<file path="config.mk">
export PLATFORM = sky130hd
export DESIGN_NAME = sptab_cell
export DESIGN_NICKNAME = d
export VERILOG_FILES = /design/src/hdl/sptab_pkg.sv /design/src/hdl/sptab_cell.sv
export SDC_FILE = /design/constraint.sdc
export NUM_CORES = 1
export LEC_CHECK = 0
export BUFFER_PORTS_ARGS = -buffer_cell sky130_fd_sc_hd__buf_2
export CAP_MARGIN = 20
export CORE_AREA = 2 2 139 141
export CTS_BUF_LIST = sky130_fd_sc_hd__clkbuf_8
export CTS_CLUSTER_SIZE = 30
export DETAILED_ROUTE_END_ITERATION = 10
export DIE_AREA = 0 0 141 143
export GPL_ROUTABILITY_DRIVEN = 0
export PLACE_DENSITY = 0.57
export SLEW_MARGIN = 10
export SYNTH_ARGS = -nofsm -noshare
export SYNTH_HDL_FRONTEND = slang
export SYNTH_SLANG_ARGS = --single-unit
</file>
<file path="constraint.sdc">
create_clock -name aclk -period 7.7 [get_ports aclk]
set_clock_uncertainty 0.05 [all_clocks]
set_input_delay 1.54 -clock aclk [delete_from_list [all_inputs] [get_ports aclk]]
set_output_delay 1.54 -clock aclk [all_outputs]
set_load 0.02 [all_outputs]
</file>
<file path="src/hdl/sptab_pkg.sv">
// shared types, constants and helpers for the sorted position mask table
`default_nettype none

package sptab_pkg;

    // table depth and reduction group size
    localparam int SPT_MAX_ENTRIES = 256;
    localparam int SPT_GROUP       = 16;

    // action codes
    localparam logic [1:0] ACT_INSERT = 2'd0;
    localparam logic [1:0] ACT_FIND   = 2'd1;
    localparam logic [1:0] ACT_LOWER  = 2'd2;
    localparam logic [1:0] ACT_READ   = 2'd3;

    // text field count thresholds and reset value
    localparam logic [6:0] TFC_RESET    = 7'd1;
    localparam logic [6:0] TFC_ONE_MAX  = 7'd1;
    localparam logic [6:0] TFC_BYTE_MAX = 7'd8;

    typedef struct packed {
        logic [1:0]  action;
        logic [31:0] position;
        logic [63:0] text_mask;
        logic [7:0]  entry_index;
    } sptab_in_t;

    typedef struct packed {
        logic        hit;
        logic [8:0]  result_index;
        logic [31:0] result_position;
        logic [63:0] result_mask;
        logic [8:0]  stored_count;
    } sptab_out_t;

    // one stored entry
    typedef struct packed {
        logic [31:0] pos;
        logic [63:0] mask;
    } entry_t;

    // control from the sequencer to every cell
    typedef struct packed {
        logic cmp_en;
        logic read_mode;
        logic or_en;
        logic ins_en;
    } cell_ctrl_t;

    // mask width kept for the configured number of text fields
    function automatic logic [63:0] cut_mask(input logic [6:0] tfc, input logic [63:0] m);
        logic [63:0] r;
        if (tfc <= TFC_ONE_MAX) begin
            r = 64'd1;
        end else if (tfc <= TFC_BYTE_MAX) begin
            r = {56'd0, m[7:0]};
        end else begin
            r = m;
        end
        return r;
    endfunction

endpackage

`default_nettype wire

</file>
<file path="src/hdl/sptab_cell.sv">
// one table cell: holds an entry, compares it to the key, shifts from its neighbor
`default_nettype none

module sptab_cell #(
    parameter int CELL_IDX = 0,
    parameter int IW       = 8,
    parameter int CW       = 9
) (
    input  wire logic                 aclk,
    input  wire sptab_pkg::cell_ctrl_t ctrl_i,
    input  wire logic [31:0]          key_i,
    input  wire logic [7:0]           ridx_i,
    input  wire logic [CW-1:0]        count_i,
    input  wire logic [IW-1:0]        upd_idx_i,
    input  wire sptab_pkg::entry_t    wr_ent_i,
    input  wire logic                 prev_lt_i,
    input  wire sptab_pkg::entry_t    prev_ent_i,
    output logic                      lt_o,
    output logic                      sel_o,
    output logic                      eq_o,
    output sptab_pkg::entry_t         ent_o
);
    import sptab_pkg::*;

    localparam logic [CW-1:0] MY_CNT = CW'(CELL_IDX);
    localparam logic [IW-1:0] MY_IDX = IW'(CELL_IDX);

    entry_t ent_reg;
    logic   lt_reg;
    logic   eq_reg;
    logic   valid;

    // cell holds a live entry
    assign valid = MY_CNT < count_i;

    // key compare
    always_ff @(posedge aclk) begin
        if (ctrl_i.cmp_en) begin
            lt_reg <= valid && (ent_reg.pos < key_i);
            eq_reg <= ent_reg.pos == key_i;
        end
    end

    // shift from left neighbor above the insert point, write at it
    always_ff @(posedge aclk) begin
        if (ctrl_i.ins_en && (MY_IDX > upd_idx_i)) begin
            ent_reg <= prev_ent_i;
        end else if ((ctrl_i.ins_en || ctrl_i.or_en) && (MY_IDX == upd_idx_i)) begin
            ent_reg <= wr_ent_i;
        end
    end

    // select: read by index, or first live cell not below the key
    always_comb begin
        if (ctrl_i.read_mode) begin
            sel_o = valid && (int'(ridx_i) == CELL_IDX);
        end else begin
            sel_o = valid && prev_lt_i && !lt_reg;
        end
    end

    assign lt_o  = lt_reg;
    assign eq_o  = eq_reg;
    assign ent_o = ent_reg;

endmodule

`default_nettype wire

</file>
==> impl_metrics.json <==
{
  "syn_nets": 510,
  "final_cell_mix": "buf_2 (257), edfxtp_1 (98), inv_1 (33)",
  "period_share_pct": 55.25,
  "ios": 354,
  "grt_remaining_overflow": 0,
  "crit_path_frequent_cell": "buf_2",
  "dp_slack_ns": 3.322,
  "hold_viol": 0,
  "synth_warnings": 0,
  "r2r_end": "lt_o",
  "via_per_inst": 3.930,
  "power_frac_seq_pct": 60.0,
  "io_buffers": 257,
  "setup_tns_ns": 0,
  "dr.pass1.iters": 4,
  "power_mw": 0.9808,
  "cts-htree-levels": 3,
  "synth_top_area_share_pct": 76.69,
  "path_max_fanout": 2,
  "critPathBufInv": 2,
  "worstReg2RegStart": "ent_o[94]",
  "start_kind": "input pin",
  "p_int_mw": 0.7516,
  "clk_latency_ns": 0.37,
  "maxSlewViolCount": 0,
  "cp_data_required_time_ns": 6.11,
  "endpoint_kind": "output port",
  "clock_path_buffers": 2,
  "clkPwrFrac_pct": 32.9,
  "postSynthAreaPerCell_um2": 17.21,
  "antenna_left": 0,
  "drt_iter0_drc": 65,
  "cpMaxStageDelayCell": "or4_4",
  "r2r_slack_ns": 5.36,
  "max_stage_delay_ns": 0.53,
  "synth_area_leaders": "edfxtp_1 (77%), ha_1 (10%), inv_1 (3.2%)",
  "finalSetupViolCount": 0,
  "cts_buffers": 9,
  "tightest_slew_ns": 0.6997,
  "grt_pass1_wl_mm": 16.26,
  "stdcell_area_um2": 5639,
  "drt_wl_total_mm": 11.09,
  "max_freq_mhz": 235.1,
  "grt_max_degree": 58,
  "timing.final.ws_setup_ns": 3.446,
  "p_sw_mw": 0.2292,
  "drcViolationCount": 0,
  "cts-root-buf": "clkbuf_8",
  "combPwrFrac_pct": 7.0,
  "grt_usage_pct": 10.85,
  "synth_cells": 223,
  "antenna_found_initial": 5,
  "mostFrequentLayoutCell": "buf_2",
  "power_density_nw_per_um2": 173.9,
  "post_cts_resized": 0,
  "die_h_um": 143,
  "cts_tree": "yes",
  "reg2reg_depth": 6,
  "path_delay_family": "simple AND/OR/NAND/NOR gates",
  "drive_gt1_share_pct": 56.02,
  "rsz0062_at_grt": "false",
  "min_path_cells": 4,
  "finalNonFillerCells": 733,
  "dp.cells": 715,
  "cts_hold_buf": 0,
  "cts.sink_count": 98,
  "min-delay-start": "ent_o[95]",
  "final_nets": 780,
  "clkTransAtPathRegs_ns": 0.10,
  "maxCapViolCount": 0,
  "ir_worst_vdd_v": 0.00009164,
  "crit_arrival_ns": 2.66,
  "yosysSeqAreaShare_pct": 76.69,
  "synth_area_um2": 3837,
  "synth_cell_types": 26,
  "vias": 2881,
  "max_slew_margin_pct": 53.35,
  "min_to": "lt_o",
  "p_leak_nw": 2.540,
  "die_area_um2": 20160,
  "hold_path.class": "reg2reg",
  "outcome": "finished, final reports clean",
  "area.growth.synth_to_final_pct": 46.95,
  "dpl_cell_area_um2": 5431,
  "die_w_um": 141,
  "initial_utilization_pct": 20.65,
  "cp_cell_sequence": "buf_2 > or4_4 > nor4_4 > nor2_1 > buf_2",
  "grt_pass1_vias": 3089,
  "row_count": 50,
  "coreArea_um2": 18580,
  "swShare_pct": 23.37,
  "fill_cells": 1885,
  "yosys_register_bits": 98,
  "fin_crit_ns": 4.254,
  "path_class": "in2out",
  "dp_hpwl_mm": 9.239,
  "wl_per_cell_um": 15.14,
  "post_cts_buffers": 0,
  "synth_area_leader_cell": "edfxtp_1"
}
-- routing by layer --
metal / vias up / part of all wire (%) / global-route usage [%]
li1: 1387 / - / -
met1: 1291 / 37 / 11.53
met2: 179 / 50 / 19.20
met3: 20 / 11 / 4.762
met4: 4 / 1.9 / 3.895
met5: - / 0.24 / 0
-- state kept, by name (all words and copies together), names as in the netlist --
name   cells
ent_o     96
eq_o       1
lt_o       1
-- synth_stat cells --
| cell | instances |
|---|---|
| a211oi_1 | 1 |
| a211oi_2 | 1 |
| a21o_1 | 3 |
| a21oi_1 | 12 |
| a221o_1 | 1 |
| a221oi_1 | 1 |
| a31oi_1 | 1 |
| and4_1 | 1 |
| edfxtp_1 | 98 |
| ha_1 | 32 |
| inv_1 | 33 |
| nand2_1 | 8 |
| nand3_1 | 4 |
| nand4_1 | 6 |
| nor2_1 | 3 |
| nor2b_1 | 1 |
| nor3_1 | 2 |
| nor3b_1 | 1 |
| nor4_1 | 4 |
| nor4_4 | 1 |
| o211ai_1 | 1 |
| o211ai_2 | 1 |
| o21ai_0 | 4 |
| or3_1 | 1 |
| or4_1 | 1 |
| or4_4 | 1 |
-- per-stage QoR --
stage	hold slack, ns	util [%]
detailed placement	0.8458	29.23
CTS	0.8618	30.23
global route	0.8929	30.34
finish	0.8285	30.35
global placement	0.8240	29.23
floorplan	0.8639	-
-- power by group through the flow --
stage | Sequential [mW] | Clock [mW] | Combinational, mW
2_1_floorplan | 0.604 | 0 | 0.0190
3_3_place_gp | 0.601 | 0 | 0.0670
3_5_place_dp | 0.601 | 0 | 0.0706
4_1_cts | 0.589 | 0.344 | 0.0705
5_1_grt | 0.589 | 0.364 | 0.0781
6_report | 0.589 | 0.323 | 0.0690
-- kinds of logic after synthesis --
family | after synthesis | synth area share, %
AO/OA/AOI/OAI | 26 | 4.369
adder cells (fa/ha/maj) | 32 | 10.43
buffers and inverters | 33 | 3.228
flip-flops | 98 | 76.69
AND/OR/NAND/NOR | 34 | 5.282
-- worst register-to-register path, stage by stage, from the launching register on --
cell	delay, ns
edfxtp_1	0.42
ha_1	0.32
nand4_1	0.21
nor4_1	0.64
nand3_1	0.19
a21oi_1	0.19
a211oi_2	0.06
-- worst max path at each step --
stage                      start         to  slack (ns)  cells after the start
finish                count_i[3]      sel_o        3.45                      5
global route          count_i[3]      sel_o        3.39                      5
CTS                   count_i[3]      sel_o        3.44                      5
detailed placement  upd_idx_i[6]  ent_o[47]        3.32                      4
global placement    upd_idx_i[6]  ent_o[47]        3.42                      4
floorplan           upd_idx_i[6]   ent_o[0]        1.03                      2
-- final cells by class --
cell class / count / area (um2) / share of cell area (%)
Antenna cell: 1 / 2.502 / 0.04438
Clock buffer: 9 / 123.9 / 2.197
Clock inverter: 7 / 61.31 / 1.087
Inverter: 33 / 123.9 / 2.197
Multi-Input combinational cell: 92 / 778.2 / 13.80
Sequential cell: 98 / 2943 / 52.19
Tap cell: 234 / 292.8 / 5.192
Timing Repair Buffer: 259 / 1314 / 23.30
No activity file was read; power rests on OpenSTA's default activity.
