==> config.mk <==
export PLATFORM = sky130hd
export DESIGN_NAME = sptab_group
export DESIGN_NICKNAME = d
export VERILOG_FILES = /design/src/hdl/sptab_pkg.sv /design/src/hdl/sptab_group.sv
export SDC_FILE = /design/constraint.sdc
export NUM_CORES = 1
export LEC_CHECK = 0
export BUFFER_PORTS_ARGS = -buffer_cell sky130_fd_sc_hd__buf_4
export CAP_MARGIN = 10
export CELL_PAD_IN_SITES_DETAIL_PLACEMENT = 0
export CELL_PAD_IN_SITES_GLOBAL_PLACEMENT = 2
export CORE_AREA = 2 2 659 661
export CTS_CLUSTER_SIZE = 25
export DETAILED_ROUTE_END_ITERATION = 12
export DIE_AREA = 0 0 661 663
export PLACE_DENSITY_LB_ADDON = 0.12
export REMOVE_ABC_BUFFERS = 1
export SLEW_MARGIN = 20
export SYNTH_ARGS = -nofsm -noshare
export SYNTH_HDL_FRONTEND = slang
export SYNTH_SLANG_ARGS = --single-unit
==> constraint.sdc <==
create_clock -name aclk -period 1.6 [get_ports aclk]
set_input_delay 0.32 -clock aclk [delete_from_list [all_inputs] [get_ports aclk]]
set_output_delay 0.32 -clock aclk [all_outputs]
set_load 0.03 [all_outputs]
==> src/hdl/sptab_pkg.sv <==
// shared types, constants and helpers for the sorted position mask table
`default_nettype none

package sptab_pkg;

    // table depth and reduction group size
    localparam int SPT_MAX_ENTRIES = 256;
    localparam int SPT_GROUP       = 16;

    // action codes
    localparam logic [1:0] ACT_INSERT = 2'd0;
    localparam logic [1:0] ACT_FIND   = 2'd1;
    localparam logic [1:0] ACT_LOWER  = 2'd2;
    localparam logic [1:0] ACT_READ   = 2'd3;

    // text field count thresholds and reset value
    localparam logic [6:0] TFC_RESET    = 7'd1;
    localparam logic [6:0] TFC_ONE_MAX  = 7'd1;
    localparam logic [6:0] TFC_BYTE_MAX = 7'd8;

    typedef struct packed {
        logic [1:0]  action;
        logic [31:0] position;
        logic [63:0] text_mask;
        logic [7:0]  entry_index;
    } sptab_in_t;

    typedef struct packed {
        logic        hit;
        logic [8:0]  result_index;
        logic [31:0] result_position;
        logic [63:0] result_mask;
        logic [8:0]  stored_count;
    } sptab_out_t;

    // one stored entry
    typedef struct packed {
        logic [31:0] pos;
        logic [63:0] mask;
    } entry_t;

    // control from the sequencer to every cell
    typedef struct packed {
        logic cmp_en;
        logic read_mode;
        logic or_en;
        logic ins_en;
    } cell_ctrl_t;

    // mask width kept for the configured number of text fields
    function automatic logic [63:0] cut_mask(input logic [6:0] tfc, input logic [63:0] m);
        logic [63:0] r;
        if (tfc <= TFC_ONE_MAX) begin
            r = 64'd1;
        end else if (tfc <= TFC_BYTE_MAX) begin
            r = {56'd0, m[7:0]};
        end else begin
            r = m;
        end
        return r;
    endfunction

endpackage

`default_nettype wire

==> src/hdl/sptab_group.sv <==
// registered or-reduction of the selected cell over one group of cells
`default_nettype none

module sptab_group #(
    parameter int GROUP = 16,
    parameter int BASE  = 0,
    parameter int IW    = 8
) (
    input  wire logic                           aclk,
    input  wire logic                           en_i,
    input  wire logic [GROUP-1:0]               sel_i,
    input  wire logic [GROUP-1:0]               eq_i,
    input  wire sptab_pkg::entry_t [GROUP-1:0]  ent_i,
    output logic                                any_o,
    output logic                                eq_o,
    output logic [IW-1:0]                       idx_o,
    output sptab_pkg::entry_t                   ent_o
);
    import sptab_pkg::*;

    logic          any_c;
    logic          eq_c;
    logic [IW-1:0] idx_c;
    entry_t        ent_c;
    logic          any_reg;
    logic          eq_reg;
    logic [IW-1:0] idx_reg;
    entry_t        ent_reg;

    // at most one cell selects, so an or gathers its data
    always_comb begin
        any_c = 1'b0;
        eq_c  = 1'b0;
        idx_c = '0;
        ent_c = '0;
        for (int k = 0; k < GROUP; k++) begin
            if (sel_i[k]) begin
                any_c = 1'b1;
                eq_c  = eq_c | eq_i[k];
                idx_c = idx_c | IW'(BASE + k);
                ent_c = ent_c | ent_i[k];
            end
        end
    end

    always_ff @(posedge aclk) begin
        if (en_i) begin
            any_reg <= any_c;
            eq_reg  <= eq_c;
            idx_reg <= idx_c;
            ent_reg <= ent_c;
        end
    end

    assign any_o = any_reg;
    assign eq_o  = eq_reg;
    assign idx_o = idx_reg;
    assign ent_o = ent_reg;

endmodule

`default_nettype wire

==> impl_metrics.env, run 1 <==
export IMPL_fin_nets=4718
export IMPL_core_area_um2=432000
export IMPL_die_x_um=661
export IMPL_syn_inst=1170
export IMPL_initial_core_util_pct=2.66
export IMPL_cts_htree_levels=3
export IMPL_synth_seq_cells=102
export IMPL_critPathTopFamily="flip-flops"
export IMPL_crit_chain="buf_6"
export IMPL_grt_pass1_wl_mm=397
export IMPL_hp_class="in2reg"
export IMPL_worst_hold_startpoint="ent_i[622]"
export IMPL_grt_use_total_pct=14.9
export IMPL_irDropWorstVdd_mv=0.482
export IMPL_totalPowerFinal_uw=17300
export IMPL_period_share_pct=112
export IMPL_cts_buffers=13
export IMPL_final_common_cell="buf_4"
export IMPL_setup_viol_count_final=30
export IMPL_cts_tree="done"
export IMPL_dieHeight_um=663
export IMPL_worstPathRequired_ps=1280
export IMPL_ys_warn_count=0
export IMPL_seq_area_frac_synth_pct=26.7
export IMPL_layout_common_cells="buf_4 (1962), a22o_1 (386), a221oi_1 (316)"
export IMPL_cts_max_path_buffers=3
export IMPL_vias=22900
export IMPL_setup_ws_ps=-197
export IMPL_violations="negative setup slack"
export IMPL_vias_per_cell=2.56
export IMPL_wl_per_cell_um=38.1
export IMPL_ant_nets=0
export IMPL_drc_errors=0
export IMPL_synth_area_leaders="a22o_1 (30%), a221oi_1 (29%), edfxtp_1 (27%), nand4_1 (5.3%), clkbuf_1 (3.8%)"
export IMPL_syn_area_per_cell_um2=9.82
export IMPL_critPathMaxStageDelay_ps=690
export IMPL_grt_pass1_vias=24500
export IMPL_p_sw_uw=7450
export IMPL_power_density_nw_per_um2=478
export IMPL_grt_use_met2_pct=27.0
export IMPL_dp_cells=8837
export IMPL_synth_largest_area_cell="a22o_1"
export IMPL_area_growth_pct=216
export IMPL_stdcell_count=8939
export IMPL_finalCriticalPeriod_ps=1800
export IMPL_cts_sinks=102
export IMPL_root_buffer="clkbuf_16"
export IMPL_worst_endpoint_arrival_ps=1480
export IMPL_seq_power_share_pct=18.8
export IMPL_drive_gt1_share_pct=70.4
export IMPL_fillers=50500
export IMPL_dp_hpwl_mm=305
export IMPL_met1_usage_pct=16.3
export IMPL_status="finished with violations"
export IMPL_yosysTopAreaCellShare_pct=29.6
export IMPL_gp_congestion=0.796
export IMPL_grt_busiest_layer="met2"
export IMPL_switching_share_pct=43.0
export IMPL_fmax_mhz=557
export IMPL_ys_types=19
export IMPL_end_kind="primary output"
export IMPL_rsz0062_at_grt="true"
export IMPL_setup_tns_ps=-1320
export IMPL_grt_met3_usage_pct=6.94
export IMPL_maxCapViolations=0
export IMPL_rows=242
export IMPL_intPower_uw=9880
export IMPL_io_buffers=1671
export IMPL_worst_pin_slew_ps=719
export IMPL_path_class="reg2out"
export IMPL_leakage_uw=0.0145
export IMPL_dieArea_um2=438000
export IMPL_grt_max_degree=44
export IMPL_first_iter_violations=1436
export IMPL_dpl_cell_area_um2=34500
export IMPL_combPwrFrac_pct=58.5
export IMPL_syn_cell_area_um2=11500
export IMPL_hold_depth=3
export IMPL_antenna_found_initial=266
export IMPL_crit_buf_inv=1
export IMPL_cp_max_fo=1
export IMPL_whs_endpoint="ent_o[46]"
export IMPL_slowest_stage="edfxtp_1"
export IMPL_slew_viol_final=0
export IMPL_finalHoldViolations=0
export IMPL_clk_pin_slew_ps=120
export IMPL_final_cell_area_um2=36300
export IMPL_max_slew_margin_pct=52.0
export IMPL_clkPwrFrac_pct=22.7
export IMPL_routed_wl_mm=340
export IMPL_ios=1676
export IMPL_dr_pass1_iters=5
export IMPL_worst_setup_path_start_kind="register"
export IMPL_grt_ovfl_total=0
[power by group through the flow]
stage	sequential, uW	combinational [uW]	clock, uW
floorplan	3500	1360	0
global placement	3330	10100	0
detailed placement	3320	10100	0
CTS	3290	10500	4400
global route	3290	10700	4310
finish	3270	10100	3940
[layout make-up]
type	count	area, um^2	share of cell area, %
Clock buffer	13	325	0.896
Tap cell	5734	7170	19.8
Antenna cell	55	138	0.379
Clock inverter	4	73.8	0.203
Multi-Input combinational cell	891	8100	22.3
Timing Repair Buffer	2140	17400	48.0
Sequential cell	102	3060	8.44
[per-stage QoR]
step | hold WS [ps] | setup slack [ps] | util, %
floorplan | 432 | 242 | -
global placement | 613 | -1320 | 7.99
detailed placement | 609 | -1170 | 7.99
CTS | 3.04 | -272 | 8.33
global route | 33.6 | -237 | 8.37
finish | 79.5 | -197 | 8.40
[layer usage]
layer,part of all wire [%],up-vias
met2,50,1304
met1,38,11400
met4,1.2,150
met3,11,384
met5,0.29,-
li1,-,9649
[flip-flops by register name, summed over array words and instances (netlist names)]
signal,count
any_o,1
ent_o,96
eq_o,1
idx_o,4
[timing repair]
| item | in CTS | in global routing |
|---|---|---|
| setup buffers | 10 | 4 |
| cloned | 1 | 2 |
| pin swaps | 7 | 2 |
| hold endpoints to repair | 11 | 0 |
| hold buffers | 14 | 0 |
| endpoints found under the setup margin | 109 | 64 |
| gates resized for setup | 154 | 17 |
[synthesized netlist by cell type]
cell / n
a22o_1: 388
buf_2: 22
conb_1: 1
nor3_1: 1
nor4_4: 1
clkbuf_1: 117
nand2_1: 2
buf_6: 21
a221oi_1: 381
a221oi_2: 7
nand3_1: 1
buf_1: 16
edfxtp_1: 102
nand2b_1: 1
nor4_1: 4
or4_4: 1
buf_4: 4
nor2_1: 2
nand4_1: 98
[kinds of logic (layout without fill, tap and decap cells)]
group           Yosys count  in the layout  share of synthesized area, %
other cells               1             59                        0.0327
compound gates          776            776                          59.6
flops                   102            102                          26.7
simple gates            111            111                          6.11
buf+inv                 180           2157                          7.63
[worst max-delay path by stage]
stage / startpoint / end / slack, ps / cells past startpoint
2_1_floorplan: sel_i[6] / any_o / 240 / 3
3_3_place_gp: sel_i[3] / ent_o[90] / -1320 / 7
3_5_place_dp: sel_i[12] / ent_o[36] / -1170 / 6
4_1_cts: ent_o[91] / ent_o[91] / -270 / 1
5_1_grt: ent_o[91] / ent_o[91] / -240 / 1
6_report: ent_o[91] / ent_o[91] / -200 / 1
Note: power is estimated with default switching activity, not from simulation.
==> inputs of run 2 (changes only) <==
--- a/config.mk
+++ b/config.mk
@@ -5,14 +5,13 @@
 export SDC_FILE = /design/constraint.sdc
 export NUM_CORES = 1
 export LEC_CHECK = 0
-export BUFFER_PORTS_ARGS = -buffer_cell sky130_fd_sc_hd__buf_4
-export CAP_MARGIN = 10
 export CELL_PAD_IN_SITES_DETAIL_PLACEMENT = 0
 export CELL_PAD_IN_SITES_GLOBAL_PLACEMENT = 2
-export CORE_AREA = 2 2 659 661
+export CORE_AREA = 2 2 653 655
 export CTS_CLUSTER_SIZE = 25
 export DETAILED_ROUTE_END_ITERATION = 12
-export DIE_AREA = 0 0 661 663
+export DIE_AREA = 0 0 655 657
+export DONT_BUFFER_PORTS = 1
 export PLACE_DENSITY_LB_ADDON = 0.12
 export REMOVE_ABC_BUFFERS = 1
 export SLEW_MARGIN = 20
==> impl_metrics.env, run 2 (synthesis gave the netlist of run 1 again) <==
export IMPL_status="finished with violations"
export IMPL_violations="negative hold slack, negative setup slack"
export IMPL_cts_max_path_buffers=3
export IMPL_fmax_mhz=564
export IMPL_stdcell_count=7363
export IMPL_dieHeight_um=657
export IMPL_wl_per_cell_um=38.7
export IMPL_dieArea_um2=430000
export IMPL_gp_congestion=0.873
export IMPL_vias=18800
export IMPL_cts_htree_levels=3
export IMPL_grt_max_degree=103
export IMPL_rsz0062_at_grt="true"
export IMPL_cp_max_fo=99
export IMPL_setup_viol_count_final=33
export IMPL_grt_ovfl_total=0
export IMPL_final_util_pct=5.70
export IMPL_initial_core_util_pct=2.72
export IMPL_period_share_pct=111
export IMPL_die_x_um=655
export IMPL_cts_tree="done"
export IMPL_cts_sinks=102
export IMPL_setup_tns_ps=-1270
export IMPL_p_sw_uw=4650
export IMPL_finalHoldViolations=9
export IMPL_seq_power_share_pct=28.4
export IMPL_power_density_nw_per_um2=487
export IMPL_switching_share_pct=39.6
export IMPL_final_common_cell="a22o_1"
export IMPL_worstPathRequired_ps=1880
export IMPL_path_class="in2reg"
export IMPL_ant_nets=0
export IMPL_fillers=50000
export IMPL_irDropWorstVdd_mv=0.450
export IMPL_maxCapViolations=0
export IMPL_worst_setup_path_start_kind="input pin"
export IMPL_largest_reg_flops=96
export IMPL_combPwrFrac_pct=40.1
export IMPL_drc_errors=0
export IMPL_finalCriticalPeriod_ps=1770
export IMPL_area_growth_pct=110
export IMPL_dp_cells=6875
export IMPL_max_slew_margin_pct=26.7
export IMPL_root_buffer="clkbuf_16"
export IMPL_leakage_uw=0.00648
export IMPL_dp_hpwl_mm=237
export IMPL_worst_pin_slew_ps=1100
export IMPL_fin_nets=3165
export IMPL_io_buffers=0
export IMPL_end_kind="register"
export IMPL_vias_per_cell=2.55
export IMPL_layout_common_cells="a22o_1 (387), a221oi_1 (360), dlygate4sd3_1 (359)"
export IMPL_dr_pass1_iters=5
export IMPL_slew_viol_final=0
export IMPL_ios=1676
export IMPL_post_cts_buffers=0
export IMPL_fin_hold_ws_ps=-56.8
export IMPL_drive_gt1_share_pct=16.7
export IMPL_intPower_uw=7090
export IMPL_worst_endpoint_arrival_ps=2060
export IMPL_cts_buffers=13
export IMPL_grt_use_total_pct=12.5
export IMPL_setup_ws_ps=-175
export IMPL_grt_pass1_vias=17900
export IMPL_grt_pass1_wl_mm=324
export IMPL_clkPwrFrac_pct=31.5
export IMPL_clk_pin_slew_ps=130
export IMPL_antenna_found_initial=311
export IMPL_first_iter_violations=2674
export IMPL_hp_class="in2reg"
export IMPL_rows=239
export IMPL_routed_wl_mm=285
export IMPL_core_area_um2=423000
==> run 2: changes by cell type in the layout (fill, tap and decap cells not counted), sizes merged <==
cell,change
dlymetal6s4s,+8
inv,-1
buf,-1897
diode,+49
bufbuf,-1
bufinv,-1
clkinv,+1
dlygate4sd3,+345
clkbuf,-8
==> run 2: layer usage <==
layer  wire length, um  global-route usage (%)  vias up
met1            103000                    13.4     9559
met2            134000                    21.2     1832
met5              1230                       0        -
met4              8120                    2.77      168
li1                  -                       -     6577
met3             38300                    7.11      618
==> run 2: final cells by class <==
| class | count | area [um^2] | area share [%] |
|---|---|---|---|
| antenna | 104 | 260 | 1.08 |
| clock buffer | 13 | 325 | 1.35 |
| clock inverter | 3 | 40.0 | 0.166 |
| multi-input combinational | 891 | 7700 | 31.9 |
| sequential | 102 | 3060 | 12.7 |
| tap | 5663 | 7090 | 29.4 |
| timing repair buffer | 587 | 5640 | 23.4 |
==> run 2: final timing paths <==
check	from	end	slack, ps	cells after the start
max	sel_i[3]	ent_o[62]	-170	4
min	en_i	ent_o[87]	-60	0
==> run 2: power groups by stage <==
stage | logic (uW) | registers, uW | clock network [uW]
2_1_floorplan | 1360 | 3500 | 0
3_3_place_gp | 3540 | 3400 | 0
3_5_place_dp | 3580 | 3390 | 0
4_1_cts | 4790 | 3350 | 4210
5_1_grt | 5000 | 3360 | 4090
6_report | 4710 | 3340 | 3690
==> run 2: per-stage QoR <==
stage               cell area [um^2]  hold WS (ps)  worst slack [ps]  power, uW
floorplan                      10600           432               242       4860
global placement               19400           494             -1440       6950
detailed placement             19500           483              -639       6970
CTS                            23700          -154              -263      12400
global route                   24000          -149              -228      12400
finish                         24100         -56.8              -175      11700
==> run 2: worst max-delay path: stages <==
cell and delay (ps):
a22o_1 390, a221oi_1 820, buf_4 250, nand4_1 90
==> run 2: timing repair <==
action,4_1_cts,5_1_grt
setup endpoints to repair,62,52
pin swaps,0,2
hold buffers,367,1
gates resized for setup,50,25
endpoints found under the hold margin,157,40
